===== src/hdl/gbn_pkg.sv =====
// Go-Back-N sender: shared types, field widths and codes.
// No dependencies; imported by every other file of the block but gbn_ram.
package gbn_pkg;

    localparam int SEQ_W      = 10;
    localparam int MOD_W      = 11;
    localparam int TAG_W      = 16;
    localparam int LEN_W      = 5;
    localparam int SUM_W      = 13;
    localparam int CK_W       = 13;
    localparam int TMO_W      = 16;
    localparam int WSZ_W      = 4;
    localparam int ACKCK_W    = 16;
    localparam int CFG_IDX_W  = 2;
    localparam int CFG_DATA_W = 16;

    localparam logic [LEN_W-1:0] PAYLOAD_BYTES = 5'd20;
    localparam logic [MOD_W-1:0] MOD_MAX       = 11'd1024;

    localparam logic [1:0] KIND_MSG    = 2'd0;
    localparam logic [1:0] KIND_ACK    = 2'd1;
    localparam logic [1:0] KIND_EXPIRY = 2'd2;

    localparam logic [2:0] OUT_NEW    = 3'd0;
    localparam logic [2:0] OUT_RESEND = 3'd1;
    localparam logic [2:0] OUT_START  = 3'd2;
    localparam logic [2:0] OUT_STOP   = 3'd3;
    localparam logic [2:0] OUT_DROP   = 3'd4;

    localparam logic [CFG_IDX_W-1:0] CFG_WINDOW  = 2'd0;
    localparam logic [CFG_IDX_W-1:0] CFG_MODULUS = 2'd1;
    localparam logic [CFG_IDX_W-1:0] CFG_TIMEOUT = 2'd2;

    typedef struct packed {
        logic [1:0]         kind;
        logic [TAG_W-1:0]   msg_tag;
        logic [LEN_W-1:0]   msg_length;
        logic [SUM_W-1:0]   payload_sum;
        logic [SEQ_W-1:0]   ack_seq;
        logic [SEQ_W-1:0]   ack_number;
        logic [ACKCK_W-1:0] ack_checksum;
    } t_item;

    typedef struct packed {
        logic [2:0]       out_kind;
        logic [SEQ_W-1:0] seq_number;
        logic [TAG_W-1:0] out_tag;
        logic [LEN_W-1:0] out_length;
        logic [CK_W-1:0]  checksum;
        logic [TMO_W-1:0] timer_value;
        logic             last;
    } t_result;

    typedef struct packed {
        logic [CFG_IDX_W-1:0]  index;
        logic [CFG_DATA_W-1:0] wdata;
    } t_cfg_wr;

    typedef struct packed {
        logic [TAG_W-1:0] tag;
        logic [LEN_W-1:0] len;
        logic [SUM_W-1:0] sum;
    } t_desc;

    localparam int DESC_W = $bits(t_desc);

    typedef struct packed {
        logic load;
        logic mod_init;
        logic mod_step;
        logic fix;
        logic enqueue;
        logic qread;
        logic send;
        logic stop;
        logic start;
        logic drop;
        logic rs_init;
        logic wread;
        logic resend;
        logic last;
    } t_cmd;

    typedef struct packed {
        logic [1:0] kind;
        logic       out_free;
        logic       dirty;
        logic       mod_done;
        logic       queue_full;
        logic       queue_nonempty;
        logic       win_room;
        logic       win_empty;
        logic       was_empty;
        logic       ack_ok;
        logic       stop_last;
        logic       resend_final;
    } t_stat;

endpackage


===== src/hdl/gbn_if.sv =====
// Go-Back-N sender: valid/ready channel interfaces for items, results and
// configuration writes. Depends on gbn_pkg.
interface gbn_in_if import gbn_pkg::*; ();
    logic  valid;
    logic  ready;
    t_item data;
    modport source (output valid, output data, input ready);
    modport sink   (input valid, input data, output ready);
endinterface

interface gbn_out_if import gbn_pkg::*; ();
    logic    valid;
    logic    ready;
    t_result data;
    modport source (output valid, output data, input ready);
    modport sink   (input valid, input data, output ready);
endinterface

interface gbn_cfg_if import gbn_pkg::*; ();
    logic    valid;
    logic    ready;
    t_cfg_wr data;
    modport source (output valid, output data, input ready);
    modport sink   (input valid, input data, output ready);
endinterface


===== src/hdl/gbn_ram.sv =====
// Go-Back-N sender: generic single write port RAM with registered read.
// No dependencies.
module gbn_ram #(
    parameter int WIDTH = 8,
    parameter int DEPTH = 16,
    localparam int AW = (DEPTH > 1) ? $clog2(DEPTH) : 1
) (
    input  logic             i_clk,
    input  logic             i_we,
    input  logic [AW-1:0]    i_waddr,
    input  logic [WIDTH-1:0] i_wdata,
    input  logic             i_re,
    input  logic [AW-1:0]    i_raddr,
    output logic [WIDTH-1:0] o_rdata
);

    logic [WIDTH-1:0] r_mem [DEPTH];
    logic [WIDTH-1:0] r_rdata;

    always_ff @(posedge i_clk) begin
        if (i_we) begin
            r_mem[i_waddr] <= i_wdata;
        end
        if (i_re) begin
            r_rdata <= r_mem[i_raddr];
        end
    end

    assign o_rdata = r_rdata;

endmodule


===== src/hdl/gbn_dpath.sv =====
// Go-Back-N sender datapath: config registers, window and queue pointers,
// modulo unit, queue and window RAMs, result register. Uses gbn_pkg, gbn_ram.
module gbn_dpath import gbn_pkg::*; #(
    parameter int MAX_WINDOW  = 8,
    parameter int QUEUE_DEPTH = 64
) (
    input  logic    i_clk,
    input  logic    i_rst_n,
    input  t_item   i_item,
    input  logic    i_cfg_we,
    input  t_cfg_wr i_cfg,
    input  t_cmd    i_cmd,
    output t_stat   o_stat,
    output logic    o_res_valid,
    output t_result o_res,
    input  logic    i_res_ready
);

    localparam int WA = (MAX_WINDOW > 1) ? $clog2(MAX_WINDOW) : 1;
    localparam int WC = $clog2(MAX_WINDOW + 1);
    localparam int QA = $clog2(QUEUE_DEPTH);
    localparam int QC = $clog2(QUEUE_DEPTH + 1);
    localparam logic [MOD_W-1:0] MOD_MIN = MOD_W'(MAX_WINDOW + 1);
    localparam logic [MOD_W-1:0] MW_E    = MOD_W'(MAX_WINDOW);

    logic [WSZ_W-1:0] r_win_size;
    logic [MOD_W-1:0] r_modulus;
    logic [TMO_W-1:0] r_timeout;
    logic             r_dirty;
    logic [SEQ_W-1:0] r_base;
    logic [SEQ_W-1:0] r_next;
    logic [WA-1:0]    r_slot;
    logic [QA-1:0]    r_head;
    logic [QC-1:0]    r_count;
    logic             r_was_empty;
    logic [MOD_W-1:0] r_rem;
    logic [3:0]       r_bit;
    logic             r_which;
    logic [WC-1:0]    r_i;
    logic [WA-1:0]    r_ridx;
    logic [SEQ_W-1:0] r_rseq;
    logic             r_res_valid;
    t_result          r_res;
    t_item            r_item;

    logic [MOD_W-1:0] m;
    logic [MOD_W-1:0] w_e;
    logic [MOD_W-1:0] ws_e;
    logic [MOD_W-1:0] diff;
    logic [MOD_W-1:0] inflight_e;
    logic [SEQ_W-1:0] inflight;
    logic [MOD_W-1:0] fix_tgt;
    logic [SEQ_W-1:0] fix_seq;
    logic [SEQ_W-1:0] mod_src;
    logic [MOD_W-1:0] rem_sh;
    logic [MOD_W-1:0] rem_n;
    logic [LEN_W-1:0] len_sat;
    logic [QA:0]      qw_sum;
    logic [QA-1:0]    q_waddr;
    logic [WA:0]      ww_sum;
    logic [WA-1:0]    w_waddr;
    logic [ACKCK_W-1:0] ack_ck;
    logic [MOD_W-1:0] anum_e;
    logic [MOD_W-1:0] base_e;
    logic [MOD_W-1:0] d_e;
    logic [MOD_W-1:0] anum_inc;
    logic [SEQ_W-1:0] base_new;
    logic [WA:0]      slot_sum;
    logic [WA-1:0]    slot_new;
    logic [SEQ_W-1:0] next_inc;
    logic [SEQ_W-1:0] rseq_inc;
    t_desc            q_rd;
    t_desc            w_rd;
    t_desc            q_wd;

    always_comb begin
        if (r_modulus < MOD_MIN) begin
            m = MOD_MIN;
        end else if (r_modulus > MOD_MAX) begin
            m = MOD_MAX;
        end else begin
            m = r_modulus;
        end
        ws_e = MOD_W'(r_win_size);
        if (ws_e == '0) begin
            w_e = MOD_W'(1);
        end else if (ws_e > MW_E) begin
            w_e = MW_E;
        end else begin
            w_e = ws_e;
        end
    end

    assign base_e     = {1'b0, r_base};
    assign diff       = {1'b0, r_next} - base_e;
    assign inflight_e = (r_next >= r_base) ? diff : diff + m;
    assign inflight   = inflight_e[SEQ_W-1:0];

    assign fix_tgt = base_e + MW_E;
    assign fix_seq = (fix_tgt >= m) ? SEQ_W'(fix_tgt - m) : fix_tgt[SEQ_W-1:0];

    // one remainder bit per cycle, base first then next
    assign mod_src = r_which ? r_next : r_base;
    assign rem_sh  = {r_rem[SEQ_W-1:0], mod_src[r_bit]};
    assign rem_n   = (rem_sh >= m) ? rem_sh - m : rem_sh;

    assign len_sat = (r_item.msg_length > PAYLOAD_BYTES) ? PAYLOAD_BYTES
                                                         : r_item.msg_length;

    assign qw_sum  = (QA+1)'(r_head) + (QA+1)'(r_count);
    assign q_waddr = (qw_sum >= (QA+1)'(QUEUE_DEPTH)) ?
                     QA'(qw_sum - (QA+1)'(QUEUE_DEPTH)) : qw_sum[QA-1:0];

    assign ww_sum  = (WA+1)'(r_slot) + (WA+1)'(inflight);
    assign w_waddr = (ww_sum >= (WA+1)'(MAX_WINDOW)) ?
                     WA'(ww_sum - (WA+1)'(MAX_WINDOW)) : ww_sum[WA-1:0];

    assign ack_ck = ACKCK_W'(r_item.ack_seq) + ACKCK_W'(r_item.ack_number)
                  + ACKCK_W'(r_item.payload_sum);
    assign anum_e = {1'b0, r_item.ack_number};
    assign d_e    = (anum_e >= base_e) ? anum_e - base_e : anum_e + m - base_e;

    assign anum_inc = anum_e + MOD_W'(1);
    assign base_new = (anum_inc == m) ? '0 : anum_inc[SEQ_W-1:0];
    assign slot_sum = (WA+1)'(r_slot) + (WA+1)'(d_e) + (WA+1)'(1);
    assign slot_new = (slot_sum >= (WA+1)'(MAX_WINDOW)) ?
                      WA'(slot_sum - (WA+1)'(MAX_WINDOW)) : slot_sum[WA-1:0];

    assign next_inc = ({1'b0, r_next} + MOD_W'(1) == m) ? '0 : r_next + SEQ_W'(1);
    assign rseq_inc = ({1'b0, r_rseq} + MOD_W'(1) == m) ? '0 : r_rseq + SEQ_W'(1);

    assign q_wd = '{tag: r_item.msg_tag, len: len_sat, sum: r_item.payload_sum};

    gbn_ram #(.WIDTH(DESC_W), .DEPTH(QUEUE_DEPTH)) u_queue (
        .i_clk   (i_clk),
        .i_we    (i_cmd.enqueue),
        .i_waddr (q_waddr),
        .i_wdata (q_wd),
        .i_re    (i_cmd.qread),
        .i_raddr (r_head),
        .o_rdata (q_rd)
    );

    gbn_ram #(.WIDTH(DESC_W), .DEPTH(MAX_WINDOW)) u_window (
        .i_clk   (i_clk),
        .i_we    (i_cmd.send),
        .i_waddr (w_waddr),
        .i_wdata (q_rd),
        .i_re    (i_cmd.wread),
        .i_raddr (r_ridx),
        .o_rdata (w_rd)
    );

    always_comb begin
        o_stat.kind           = r_item.kind;
        o_stat.out_free       = !r_res_valid || i_res_ready;
        o_stat.dirty          = r_dirty;
        o_stat.mod_done       = r_which && (r_bit == '0);
        o_stat.queue_full     = (r_count == QC'(QUEUE_DEPTH));
        o_stat.queue_nonempty = (r_count != '0);
        o_stat.win_room       = (inflight_e < w_e);
        o_stat.win_empty      = (inflight == '0);
        o_stat.was_empty      = r_was_empty;
        o_stat.ack_ok         = (ack_ck == r_item.ack_checksum) && (anum_e < m)
                              && (d_e < inflight_e);
        o_stat.stop_last      = (r_count == '0) && (d_e + MOD_W'(1) == inflight_e);
        o_stat.resend_final   = (MOD_W'(r_i) + MOD_W'(1) == inflight_e);
    end

    always_ff @(posedge i_clk) begin
        if (!i_rst_n) begin
            r_win_size  <= WSZ_W'(8);
            r_modulus   <= MOD_W'(1000);
            r_timeout   <= TMO_W'(20);
            r_dirty     <= 1'b0;
            r_base      <= '0;
            r_next      <= '0;
            r_slot      <= '0;
            r_head      <= '0;
            r_count     <= '0;
            r_which     <= 1'b0;
            r_bit       <= '0;
            r_res_valid <= 1'b0;
        end else begin
            if (i_cfg_we) begin
                case (i_cfg.index)
                    CFG_WINDOW: begin
                        r_win_size <= i_cfg.wdata[WSZ_W-1:0];
                    end
                    CFG_MODULUS: begin
                        r_modulus <= i_cfg.wdata[MOD_W-1:0];
                        r_dirty   <= 1'b1;
                    end
                    CFG_TIMEOUT: begin
                        r_timeout <= i_cfg.wdata[TMO_W-1:0];
                    end
                    default: begin
                    end
                endcase
            end
            if (i_cmd.mod_init) begin
                r_which <= 1'b0;
                r_bit   <= 4'(SEQ_W - 1);
            end
            if (i_cmd.mod_step) begin
                if (r_bit == '0) begin
                    if (r_which) begin
                        r_next  <= rem_n[SEQ_W-1:0];
                        r_dirty <= 1'b0;
                    end else begin
                        r_base <= rem_n[SEQ_W-1:0];
                    end
                    r_which <= 1'b1;
                    r_bit   <= 4'(SEQ_W - 1);
                end else begin
                    r_bit <= r_bit - 4'd1;
                end
            end
            if (i_cmd.fix && (inflight_e > MW_E)) begin
                r_next <= fix_seq;
            end
            if (i_cmd.enqueue) begin
                r_count <= r_count + QC'(1);
            end
            if (i_cmd.send) begin
                r_next  <= next_inc;
                r_head  <= (r_head == QA'(QUEUE_DEPTH - 1)) ? '0 : r_head + QA'(1);
                r_count <= r_count - QC'(1);
            end
            if (i_cmd.stop) begin
                r_base <= base_new;
                r_slot <= slot_new;
            end
            if (i_cmd.send || i_cmd.stop || i_cmd.start || i_cmd.drop
                    || i_cmd.resend) begin
                r_res_valid <= 1'b1;
            end else if (i_res_ready) begin
                r_res_valid <= 1'b0;
            end
        end
    end

    always_ff @(posedge i_clk) begin
        if (i_cmd.load) begin
            r_item <= i_item;
        end
        if (i_cmd.mod_init) begin
            r_rem <= '0;
        end else if (i_cmd.mod_step) begin
            r_rem <= (r_bit == '0) ? '0 : rem_n;
        end
        if (i_cmd.enqueue) begin
            r_was_empty <= (r_next == r_base);
        end
        if (i_cmd.rs_init) begin
            r_i    <= '0;
            r_ridx <= r_slot;
            r_rseq <= r_base;
        end else if (i_cmd.resend) begin
            r_i    <= r_i + WC'(1);
            r_ridx <= (r_ridx == WA'(MAX_WINDOW - 1)) ? '0 : r_ridx + WA'(1);
            r_rseq <= rseq_inc;
        end
        if (i_cmd.send) begin
            r_res <= '{out_kind: OUT_NEW, seq_number: r_next, out_tag: q_rd.tag,
                       out_length: q_rd.len, checksum: CK_W'(r_next) + q_rd.sum,
                       timer_value: '0, last: i_cmd.last};
        end else if (i_cmd.resend) begin
            r_res <= '{out_kind: OUT_RESEND, seq_number: r_rseq, out_tag: w_rd.tag,
                       out_length: w_rd.len, checksum: CK_W'(r_rseq) + w_rd.sum,
                       timer_value: '0, last: i_cmd.last};
        end else if (i_cmd.stop) begin
            r_res <= '{out_kind: OUT_STOP, seq_number: '0, out_tag: '0,
                       out_length: '0, checksum: '0, timer_value: '0,
                       last: i_cmd.last};
        end else if (i_cmd.start) begin
            r_res <= '{out_kind: OUT_START, seq_number: '0, out_tag: '0,
                       out_length: '0, checksum: '0, timer_value: r_timeout,
                       last: i_cmd.last};
        end else if (i_cmd.drop) begin
            r_res <= '{out_kind: OUT_DROP, seq_number: '0, out_tag: r_item.msg_tag,
                       out_length: len_sat, checksum: '0, timer_value: '0,
                       last: i_cmd.last};
        end
    end

    assign o_res_valid = r_res_valid;
    assign o_res       = r_res;

endmodule


===== src/hdl/gbn_ctrl.sv =====
// Go-Back-N sender controller: sequences each item through the datapath.
// Uses gbn_pkg command and status structs.
module gbn_ctrl import gbn_pkg::*; (
    input  logic  i_clk,
    input  logic  i_rst_n,
    input  logic  i_in_valid,
    output logic  o_in_ready,
    input  t_stat i_stat,
    output t_cmd  o_cmd
);

    typedef enum logic [12:0] {
        S_IDLE     = 13'b0000000000001,
        S_MOD_INIT = 13'b0000000000010,
        S_MOD      = 13'b0000000000100,
        S_FIX      = 13'b0000000001000,
        S_DISPATCH = 13'b0000000010000,
        S_DROP     = 13'b0000000100000,
        S_QREAD    = 13'b0000001000000,
        S_SEND     = 13'b0000010000000,
        S_ACKLOOP  = 13'b0000100000000,
        S_STOP     = 13'b0001000000000,
        S_TIMER    = 13'b0010000000000,
        S_WREAD    = 13'b0100000000000,
        S_RESEND   = 13'b1000000000000
    } t_state;

    t_state r_state;
    t_state n_state;
    logic   r_ack_mode;
    logic   n_ack_mode;

    always_comb begin
        n_state    = r_state;
        n_ack_mode = r_ack_mode;
        o_cmd      = '0;
        o_in_ready = 1'b0;
        unique case (r_state)
            S_IDLE: begin
                o_in_ready = 1'b1;
                if (i_in_valid) begin
                    o_cmd.load = 1'b1;
                    n_state    = i_stat.dirty ? S_MOD_INIT : S_FIX;
                end
            end
            S_MOD_INIT: begin
                o_cmd.mod_init = 1'b1;
                n_state        = S_MOD;
            end
            S_MOD: begin
                o_cmd.mod_step = 1'b1;
                if (i_stat.mod_done) begin
                    n_state = S_FIX;
                end
            end
            S_FIX: begin
                o_cmd.fix = 1'b1;
                n_state   = S_DISPATCH;
            end
            S_DISPATCH: begin
                unique case (i_stat.kind)
                    KIND_MSG: begin
                        n_ack_mode = 1'b0;
                        if (i_stat.queue_full) begin
                            n_state = S_DROP;
                        end else begin
                            o_cmd.enqueue = 1'b1;
                            n_state = i_stat.win_room ? S_QREAD : S_IDLE;
                        end
                    end
                    KIND_ACK: begin
                        n_ack_mode = 1'b1;
                        n_state    = i_stat.ack_ok ? S_STOP : S_IDLE;
                    end
                    KIND_EXPIRY: begin
                        if (i_stat.win_empty) begin
                            n_state = S_TIMER;
                        end else begin
                            o_cmd.rs_init = 1'b1;
                            n_state       = S_WREAD;
                        end
                    end
                    default: begin
                        n_state = S_IDLE;
                    end
                endcase
            end
            S_DROP: begin
                if (i_stat.out_free) begin
                    o_cmd.drop = 1'b1;
                    o_cmd.last = 1'b1;
                    n_state    = S_IDLE;
                end
            end
            S_QREAD: begin
                o_cmd.qread = 1'b1;
                n_state     = S_SEND;
            end
            S_SEND: begin
                if (i_stat.out_free) begin
                    o_cmd.send = 1'b1;
                    o_cmd.last = !r_ack_mode && !i_stat.was_empty;
                    if (r_ack_mode) begin
                        n_state = S_ACKLOOP;
                    end else begin
                        n_state = i_stat.was_empty ? S_TIMER : S_IDLE;
                    end
                end
            end
            S_ACKLOOP: begin
                if (i_stat.queue_nonempty && i_stat.win_room) begin
                    n_state = S_QREAD;
                end else if (!i_stat.win_empty) begin
                    n_state = S_TIMER;
                end else begin
                    n_state = S_IDLE;
                end
            end
            S_STOP: begin
                if (i_stat.out_free) begin
                    o_cmd.stop = 1'b1;
                    o_cmd.last = i_stat.stop_last;
                    n_state    = S_ACKLOOP;
                end
            end
            S_TIMER: begin
                if (i_stat.out_free) begin
                    o_cmd.start = 1'b1;
                    o_cmd.last  = 1'b1;
                    n_state     = S_IDLE;
                end
            end
            S_WREAD: begin
                o_cmd.wread = 1'b1;
                n_state     = S_RESEND;
            end
            S_RESEND: begin
                if (i_stat.out_free) begin
                    o_cmd.resend = 1'b1;
                    n_state      = i_stat.resend_final ? S_TIMER : S_WREAD;
                end
            end
            default: begin
                n_state = S_IDLE;
            end
        endcase
    end

    always_ff @(posedge i_clk) begin
        if (!i_rst_n) begin
            r_state    <= S_IDLE;
            r_ack_mode <= 1'b0;
        end else begin
            r_state    <= n_state;
            r_ack_mode <= n_ack_mode;
        end
    end

endmodule


===== src/hdl/go_back_n_sender.sv =====
// Go-Back-N sender top level: controller plus datapath, item, result and
// config channels. Uses gbn_pkg, gbn_if, gbn_ctrl, gbn_dpath.
// A new message is loaded, queued, read back from the queue and registered as
// its data packet when the window has room. Each result waits for a free result
// register. After a modulus write the next item first reduces the base and next
// pointers to the new modulus, one bit at a time. Reset: sync, active low.
module go_back_n_sender import gbn_pkg::*; #(
    parameter int MAX_WINDOW  = 8,
    parameter int QUEUE_DEPTH = 64
) (
    input  logic      i_clk,
    input  logic      i_rst_n,
    gbn_in_if.sink    i_in,
    gbn_out_if.source o_out,
    gbn_cfg_if.sink   i_cfg
);

    t_cmd  w_cmd;
    t_stat w_stat;
    logic  w_in_ready;

    assign i_cfg.ready = 1'b1;
    assign i_in.ready  = w_in_ready;

    gbn_ctrl u_ctrl (
        .i_clk      (i_clk),
        .i_rst_n    (i_rst_n),
        .i_in_valid (i_in.valid),
        .o_in_ready (w_in_ready),
        .i_stat     (w_stat),
        .o_cmd      (w_cmd)
    );

    gbn_dpath #(.MAX_WINDOW(MAX_WINDOW), .QUEUE_DEPTH(QUEUE_DEPTH)) u_dpath (
        .i_clk       (i_clk),
        .i_rst_n     (i_rst_n),
        .i_item      (i_in.data),
        .i_cfg_we    (i_cfg.valid),
        .i_cfg       (i_cfg.data),
        .i_cmd       (w_cmd),
        .o_stat      (w_stat),
        .o_res_valid (o_out.valid),
        .o_res       (o_out.data),
        .i_res_ready (o_out.ready)
    );

    a_busy_after_accept: assert property (@(posedge i_clk) disable iff (!i_rst_n)
        i_in.valid && i_in.ready |=> !i_in.ready)
        else $error("item accepted while previous one still in work");

    a_not_last_busy: assert property (@(posedge i_clk) disable iff (!i_rst_n)
        o_out.valid && !o_out.data.last |-> !i_in.ready)
        else $error("idle with results of an item outstanding");

    a_data_no_timer: assert property (@(posedge i_clk) disable iff (!i_rst_n)
        o_out.valid && (o_out.data.out_kind == OUT_NEW
                        || o_out.data.out_kind == OUT_RESEND)
        |-> o_out.data.timer_value == '0)
        else $error("data packet carries a timer value");

endmodule


===== src/flat_wrapper.sv =====
// flat-port wrapper written by rule: the top's interface ports become plain ports
module go_back_n_sender_flat import gbn_pkg::*;
#(
    parameter int MAX_WINDOW  = 8,
    parameter int QUEUE_DEPTH = 64
)
  (i_clk, i_rst_n, i_in_valid, i_in_data, i_in_ready, o_out_valid, o_out_data, o_out_ready, i_cfg_valid, i_cfg_data, i_cfg_ready);
  gbn_in_if i_in_i ();
  gbn_out_if o_out_i ();
  gbn_cfg_if i_cfg_i ();
  input  logic i_clk;
  input  logic i_rst_n;
  input wire logic [$bits(i_in_i.valid)-1:0] i_in_valid;
  input wire logic [$bits(i_in_i.data)-1:0] i_in_data;
  output wire logic [$bits(i_in_i.ready)-1:0] i_in_ready;
  output wire logic [$bits(o_out_i.valid)-1:0] o_out_valid;
  output wire logic [$bits(o_out_i.data)-1:0] o_out_data;
  input wire logic [$bits(o_out_i.ready)-1:0] o_out_ready;
  input wire logic [$bits(i_cfg_i.valid)-1:0] i_cfg_valid;
  input wire logic [$bits(i_cfg_i.data)-1:0] i_cfg_data;
  output wire logic [$bits(i_cfg_i.ready)-1:0] i_cfg_ready;
  assign i_in_i.valid = i_in_valid;
  assign i_in_i.data = i_in_data;
  assign i_in_ready = i_in_i.ready;
  assign o_out_valid = o_out_i.valid;
  assign o_out_data = o_out_i.data;
  assign o_out_i.ready = o_out_ready;
  assign i_cfg_i.valid = i_cfg_valid;
  assign i_cfg_i.data = i_cfg_data;
  assign i_cfg_ready = i_cfg_i.ready;
  go_back_n_sender #(.MAX_WINDOW(MAX_WINDOW), .QUEUE_DEPTH(QUEUE_DEPTH)) u_core (.i_clk(i_clk), .i_rst_n(i_rst_n), .i_in(i_in_i), .o_out(o_out_i), .i_cfg(i_cfg_i));
endmodule

===== config.mk =====
export PLATFORM = sky130hd
export DESIGN_NAME = go_back_n_sender_flat
export DESIGN_NICKNAME = d
export VERILOG_FILES = /design/src/hdl/gbn_pkg.sv /design/src/hdl/gbn_if.sv /design/src/hdl/gbn_ram.sv /design/src/hdl/gbn_dpath.sv /design/src/hdl/gbn_ctrl.sv /design/src/hdl/go_back_n_sender.sv /design/src/flat_wrapper.sv
export SDC_FILE = /design/constraint.sdc
export NUM_CORES = 2
export LEC_CHECK = 0
export ABC_AREA = 1
export BUFFER_PORTS_ARGS = -buffer_cell sky130_fd_sc_hd__clkbuf_2
export CELL_PAD_IN_SITES_DETAIL_PLACEMENT = 0
export CELL_PAD_IN_SITES_GLOBAL_PLACEMENT = 1
export CORE_ASPECT_RATIO = 0.7
export CORE_MARGIN = 2
export CORE_UTILIZATION = 56
export CTS_CLUSTER_DIAMETER = 40
export DETAILED_ROUTE_END_ITERATION = 10
export PLACE_DENSITY = 0.94
export SETUP_SLACK_MARGIN = 0.05
export SLEW_MARGIN = 20
export SYNTH_ARGS = -nofsm -noshare
export SYNTH_HDL_FRONTEND = slang
export SYNTH_SLANG_ARGS = --single-unit

===== constraint.sdc =====
create_clock -name i_clk -period 11 [get_ports i_clk]
set_input_delay 1.1 -clock i_clk [delete_from_list [all_inputs] [get_ports i_clk]]
set_output_delay 1.1 -clock i_clk [all_outputs]
set_load 0.02 [all_outputs]

# Word-level counts from Yosys, hierarchy flattened
# Memories as Yosys holds them, arrays and structs flattened. A register that Yosys moved wholly into a read port is not among the register bits.
# Cells that the tools add are included.
# Widths: inputs -> output; s select.
# classes
multipliers,0
shift,0
n_mux,100
bitwise,0
eq_ne,34
div,0
n_lt_le_gt_ge,16
addsub,32
reduce_logical,47
# op_table
op,n
$mux 10,19
$mux 63,3
$pmux 13 s12,1
$mux 11,8
$mux 13,6
$mux 62,1
$mux 61,1
$eq 11x11->1,4
$pmux 13 s3,1
$mux 1,37
$add 10x1->11 const B,3
$mux 7,4
$add 10x13->13,2
$mux 12,2
$mux 4,6
$ge 11x11->1,2
$lt 11x11->1,2
$sub 10x10->11,2
$add 10x1->10 const B,2
$ge 10x10->1,2
$sub 10x10->10,2
$eq 14x16->1,1
$reduce_bool 2->1,8
$mux 3,5
other kinds (71),105
# word_totals
ff_bits,252
mem_count,2
rom_bits,0
input_bits,95
out_inout_bits,67
mem_bits_rw,2448
elab_cells,266
latch_bits,0
# mem_list
memory,words,width,rd,rd_ports_with_merged_regs,write_ports,line,text
u_core.u_dpath.u_queue.r_mem,64,34,1,1,1,gbn_ram.sv:17,logic [WIDTH-1:0] r_mem [DEPTH];
u_core.u_dpath.u_window.r_mem,8,34,1,1,1,gbn_ram.sv:17,

# Logic depth before layout (Yosys ltp)
# logic_depth
word_depth,16
depth_mapped,37
depth_no_buf,37

# By module
# Synthesis repeated with hierarchy kept, for this count alone.
# unflattened
hier_cells,10988
hier_area_um2,120124.0
# modules_own_cells
mod,area_each_um2,cells_each,instances
gbn_ram (u_core.u_dpath.u_queue),88259.6,7205,1
gbn_dpath,17849.6,2362,1
gbn_ram (u_core.u_dpath.u_window),12876.1,1227,1
gbn_ctrl,1127.3,192,1
go_back_n_sender,11.3,2,1

# Worst setup path before layout
# OpenSTA, ideal clock, no wires.
# synth_timing
kind,flip-flop to flip-flop
startpoint,register u_core.u_ctrl.r_state[4]
endpoint,register u_core.u_ctrl.r_state[0]
slack_ps,5921
required_ps,10888
path_stages_with_launch,15
arrival_ps,4966
setup_time_ps,112
path_cell_list,dfxtp_1 > nor2_1 > inv_1 > nor2_1 > nand2_1 > nor2_1 > inv_1 > nor4_1 > nor3_1 > nand4_1 > nand2_1 > inv_1 > nand4_1 > nand2_1 > nand2_1
# synth_between
elab_chain_cells,4
word_cells_on_any_way,22
# synth_rtl
element,line,text
start: declaration,gbn_ctrl.sv:28,t_state r_state;
start signal: assignment,gbn_ctrl.sv:154,r_state <= n_state;
$eq 13x11->1 / $eq 13x6->1 (equally long branches),gbn_ctrl.sv:38,unique case (r_state)
$reduce_or 2->1 (no source line),-,
$ne 2x1->1 (no source line),-,
$reduce_and 6->1 (no source line),-,
# Parallel ways exist; a longest one is shown, timed or not.
# A chain may end at the register's enable or synchronous reset.

# Worst setup path in the final report
# layout_timing
startpoint,register u_core.u_dpath.r_modulus[10]
endpoint,register u_core.u_ctrl.r_state[9]
# layout_between
elab_chain_cells,11
word_cells_on_any_way,19
# layout_rtl
element,line,text
start: declaration,gbn_dpath.sv:27,logic [MOD_W-1:0] r_modulus;
start signal: assignment,gbn_dpath.sv:191,r_modulus <= i_cfg.wdata[MOD_W-1:0];
$gt 11x11->1,gbn_dpath.sv:79,end else if (r_modulus > MOD_MAX) begin
$mux 11,gbn_dpath.sv:79,
$mux 11 (*),gbn_dpath.sv:77,if (r_modulus < MOD_MIN) begin
$add 10x11->11,gbn_dpath.sv:121,assign d_e = (anum_e >= base_e) ? anum_e - base_e : anum_e + m - base_e;
$sub 11x10->11,gbn_dpath.sv:121,
$mux 11,gbn_dpath.sv:121,
$lt 11x11->1,gbn_dpath.sv:165,&& (d_e < inflight_e);
$logic_and 1x1->1,gbn_dpath.sv:165,
$mux 10,gbn_ctrl.sv:73,n_state = i_stat.ack_ok ? S_STOP : S_IDLE;
$pmux 13 s3,gbn_ctrl.sv:61,unique case (i_stat.kind)
$pmux 13 s12 (*),gbn_ctrl.sv:38,
# Every way passes the cells marked *; elsewhere a longest branch is shown, timed or not.

==> run_results.csv <==
group,metric,value,unit
cts,hold_buffers,0,
logic_synthesis,synth_top_cell_by_area,"edfxtp_1",
global_route,grt_overflow,0,
cells_and_area,fin_area,0.129,sq mm
logic_synthesis,async_flop_share,0,
setup_path,cp_data_required_time,11710,ps
placed_design,pre_cts_ws,4830,ps
run,maxCapViolCount,0,
cts,path_clk_slew,60,ps
timing,rsz0062_at_grt,"false",
logic_synthesis,syn_area,0.115,sq mm
logic_synthesis,synth.ff_latch_count,2768,
timing,finalMaxSlewViolations,0,
pwr,power_density,224,mW/mm^2
timing,setup_ws,4810,ps
placed_design,place_area,0.119,sq mm
global_route,antenna_found_initial,4,
cts,cts-resized-gates,0,
timing,fmax,161,MHz
logic_synthesis,yosysMostFrequentCell,"edfxtp_1",
setup_path,r2r_start,"u_core.u_dpath.r_modulus[10]",
timing,hold_viol_final,0,
cells_and_area,nets,9737,
timing,period_share,0.563,
logic_synthesis,syn_inst,9392,
pwr,p_leak,43.8,nW
cts,cts_tree,"yes",
die,start_util,0.562,
setup_path,end_kind,"flip-flop",
detailed_routing,drt_first_pass_iters,8,
detailed_routing,first_iter_violations,13600,
die,die-area,0.209,sq mm
min_path,hold_start,"i_in_data[37]",
logic_synthesis,synth.distinct_cells,62,
setup_path,critPathSlowestCell,"ha_1",
logic_synthesis,yosysTopAreaCellShare,0.691,
timing,slew_headroom,0.201,
die,rows,139,
die,die_w,546,microns
timing,finalSetupViolations,0,
cts,cts_buffers,291,
cts,h-tree-depth,5,
cells_and_area,finalNonFillerCells,12400,
logic_synthesis,synth_seq_area_share,0.712,
setup_path,crit_top_cell,"nand2_1",
setup_path,critPathLaunchType,"flip-flop",
global_route,grt_pass1_vias,76700,
global_route,grt_max_degree,203,
cts,cts_buffer_depth,4,
cts,root_buffer,"clkbuf_16",
cells_and_area,drive_gt1_frac,0.0970,
outcome,status,"finished, final reports clean",
logic_synthesis,yosys_warnings,0,
timing,fin_crit,6190,ps
detailed_routing,vias,80700,
cells_and_area,area_growth,11.8,%
cts,cts_setup_buffers,0,
die,pin_count,162,
setup_path,max_stage_delay,530,ps
die,die_y,383,microns
detailed_routing,wl_per_cell,27.3,microns
detailed_routing,viasPerCell,6.49,
setup_path,crit_arrival,6900,ps
logic_synthesis,yosys-top-cells-area,"edfxtp_1 69%, o21ai_0 6.1%, nor2_1 5.3%, nand2_1 2.6%, o22ai_1 2.1%",
cts,cts_sinks,2768,
global_route,track_usage,0.316,
pwr,peakVddDrop,218,uV
detailed_routing,drc,0,
setup_path,cp_max_fo,9,
logic_synthesis,synthFlopType,"edfxtp_1",
placed_design,port_buffers,160,
placed_design,post-dp-hpwl,189000,microns
logic_synthesis,yosys-top-cells-count,"2647 x edfxtp_1, 1636 x nor2_1, 1398 x o21ai_0",
detailed_routing,wl,339000,microns
global_route,grt_pass1_wl,494000,microns
placed_design,numPlacedInstances,11900,
timing,fin_setup_tns,0,ps
setup_path,regToRegSetupSlack,4810,ps
timing,whs,428,ps
detailed_routing,ant_nets,0,
die,core-area,0.205,sq mm
cts,clk_latency,880,ps
logic_synthesis,syn_nets,9659,
setup_path,cp-startpoint,"u_core.u_dpath.r_modulus[10]",
placed_design,globalplace.congestion,0.919,
min_path,hold_path.class,"input port to flip-flop",
timing,fin_worst_skew,89.0,ps
setup_path,worstSetupPathType,"flip-flop to flip-flop",
logic_synthesis,avgSynthCellArea,12.3,sq um
timing,worstMarginPinSlew,1190,ps
logic_synthesis,synth_edf_count,2647,
==> routing by layer <==
metal,global-route usage,share of wire,vias up
li1,-,-,34700
met3,0.0646,0.13,791
met1,0.463,0.39,39300
met2,0.465,0.43,5907
met4,0.132,0.043,4
met5,0,0.000086,-
==> sequential cells by signal (all words and copies together), names as in the netlist, 6 cells and up <==
name                             flops
u_core.u_dpath.r_count               7
u_core.u_dpath.q_wd                 29
u_core.u_dpath.r_rem                10
u_core.u_dpath.r_base               10
u_core.u_dpath.r_head                6
u_core.u_dpath.u_window.r_mem      272
u_core.u_dpath.o_res                64
u_core.u_dpath.u_queue.o_rdata      34
u_core.u_dpath.r_rseq               10
u_core.u_dpath.anum_e               10
u_core.u_dpath.u_queue.r_mem      2176
u_core.u_dpath.u_window.o_rdata     34
u_core.u_dpath.r_modulus            11
u_core.u_dpath.r_item               31
u_core.u_dpath.r_next               10
u_core.u_ctrl.r_state               13
u_core.u_dpath.r_timeout            16
==> power breakdown <==
part	leakage, nW	internal [mW]	switching (mW)	total, mW
registers	24.8	12.4	0.190	12.6
clock network	4.55	5.50	4.17	9.67
logic	14.5	1.81	4.77	6.58
total	43.8	19.7	9.13	28.9
==> final cells by class <==
| class | instances | area (sq um) |
|---|---|---|
| Sequential cell | 2768 | 81900 |
| Fill cell | 14600 | 76000 |
| Multi-Input combinational cell | 5695 | 30300 |
| Clock buffer | 336 | 7640 |
| Tap cell | 2749 | 3440 |
| Timing Repair Buffer | 342 | 2250 |
| Clock inverter | 174 | 1700 |
| Inverter | 372 | 1430 |
| Antenna cell | 1 | 2.50 |
==> cell usage in the layout (no fill, tap or decap), types with 13 or more instances in the layout <==
cell type / instances
ha_1: 141
xor2_1: 98
nand2_2: 14
a221o_1: 20
buf_4: 175
bufinv_16: 19
clkbuf_16: 300
o221ai_1: 218
xnor2_1: 21
nor3_1: 36
a31oi_1: 80
clkbuf_2: 160
clkinv_2: 39
inv_8: 13
clkinvlp_4: 16
o22ai_1: 391
nor2_1: 1556
nand2_1: 785
dfxtp_1: 117
nor2_4: 83
nand4_1: 56
clkbuf_1: 36
o211ai_1: 65
a21oi_1: 220
inv_1: 351
fa_1: 31
clkinv_1: 47
or2_2: 19
nand3b_1: 13
edfxtp_1: 2647
inv_6: 26
o21ai_0: 1397
nand3_1: 339
==> worst max-delay path, delay by kind of cell (launching register included) <==
| family | cells | cell delay (ps) |
|---|---|---|
| buf+inv | 4 | 690 |
| flops | 1 | 310 |
| fa+ha+maj | 4 | 1380 |
| compound gates | 6 | 1040 |
| simple gates | 18 | 2690 |
==> metrics by stage <==
step           power [mW]  utilization
6_report             28.9        0.629
5_1_grt              29.9        0.629
4_1_cts              28.8        0.629
3_5_place_dp         19.3        0.583
3_3_place_gp         19.2        0.583
2_1_floorplan        17.2            -
==> cell families after synthesis <==
kind of cell | Yosys count | share of synthesized area
and+or+nand+nor | 2937 | 0.104
DFF | 2768 | 0.712
AOI/OAI and AO/OA | 2464 | 0.124
buffers and inverters | 929 | 0.0309
adders and majority gates | 172 | 0.0207
xor gates and xnor gates | 121 | 0.00946
other | 1 | 0.0000326
==> path summary, 6_finish.rpt <==
check                           cells past startpoint                      endpoint
worst max register to register                     32      u_core.u_ctrl.r_state[9]
worst min register to register                      2  u_core.u_dpath.r_timeout[14]
worst max-delay path                               32      u_core.u_ctrl.r_state[9]
worst min-delay path                                1        u_core.u_dpath.q_wd[1]
Power figures use the tool's default switching activity.
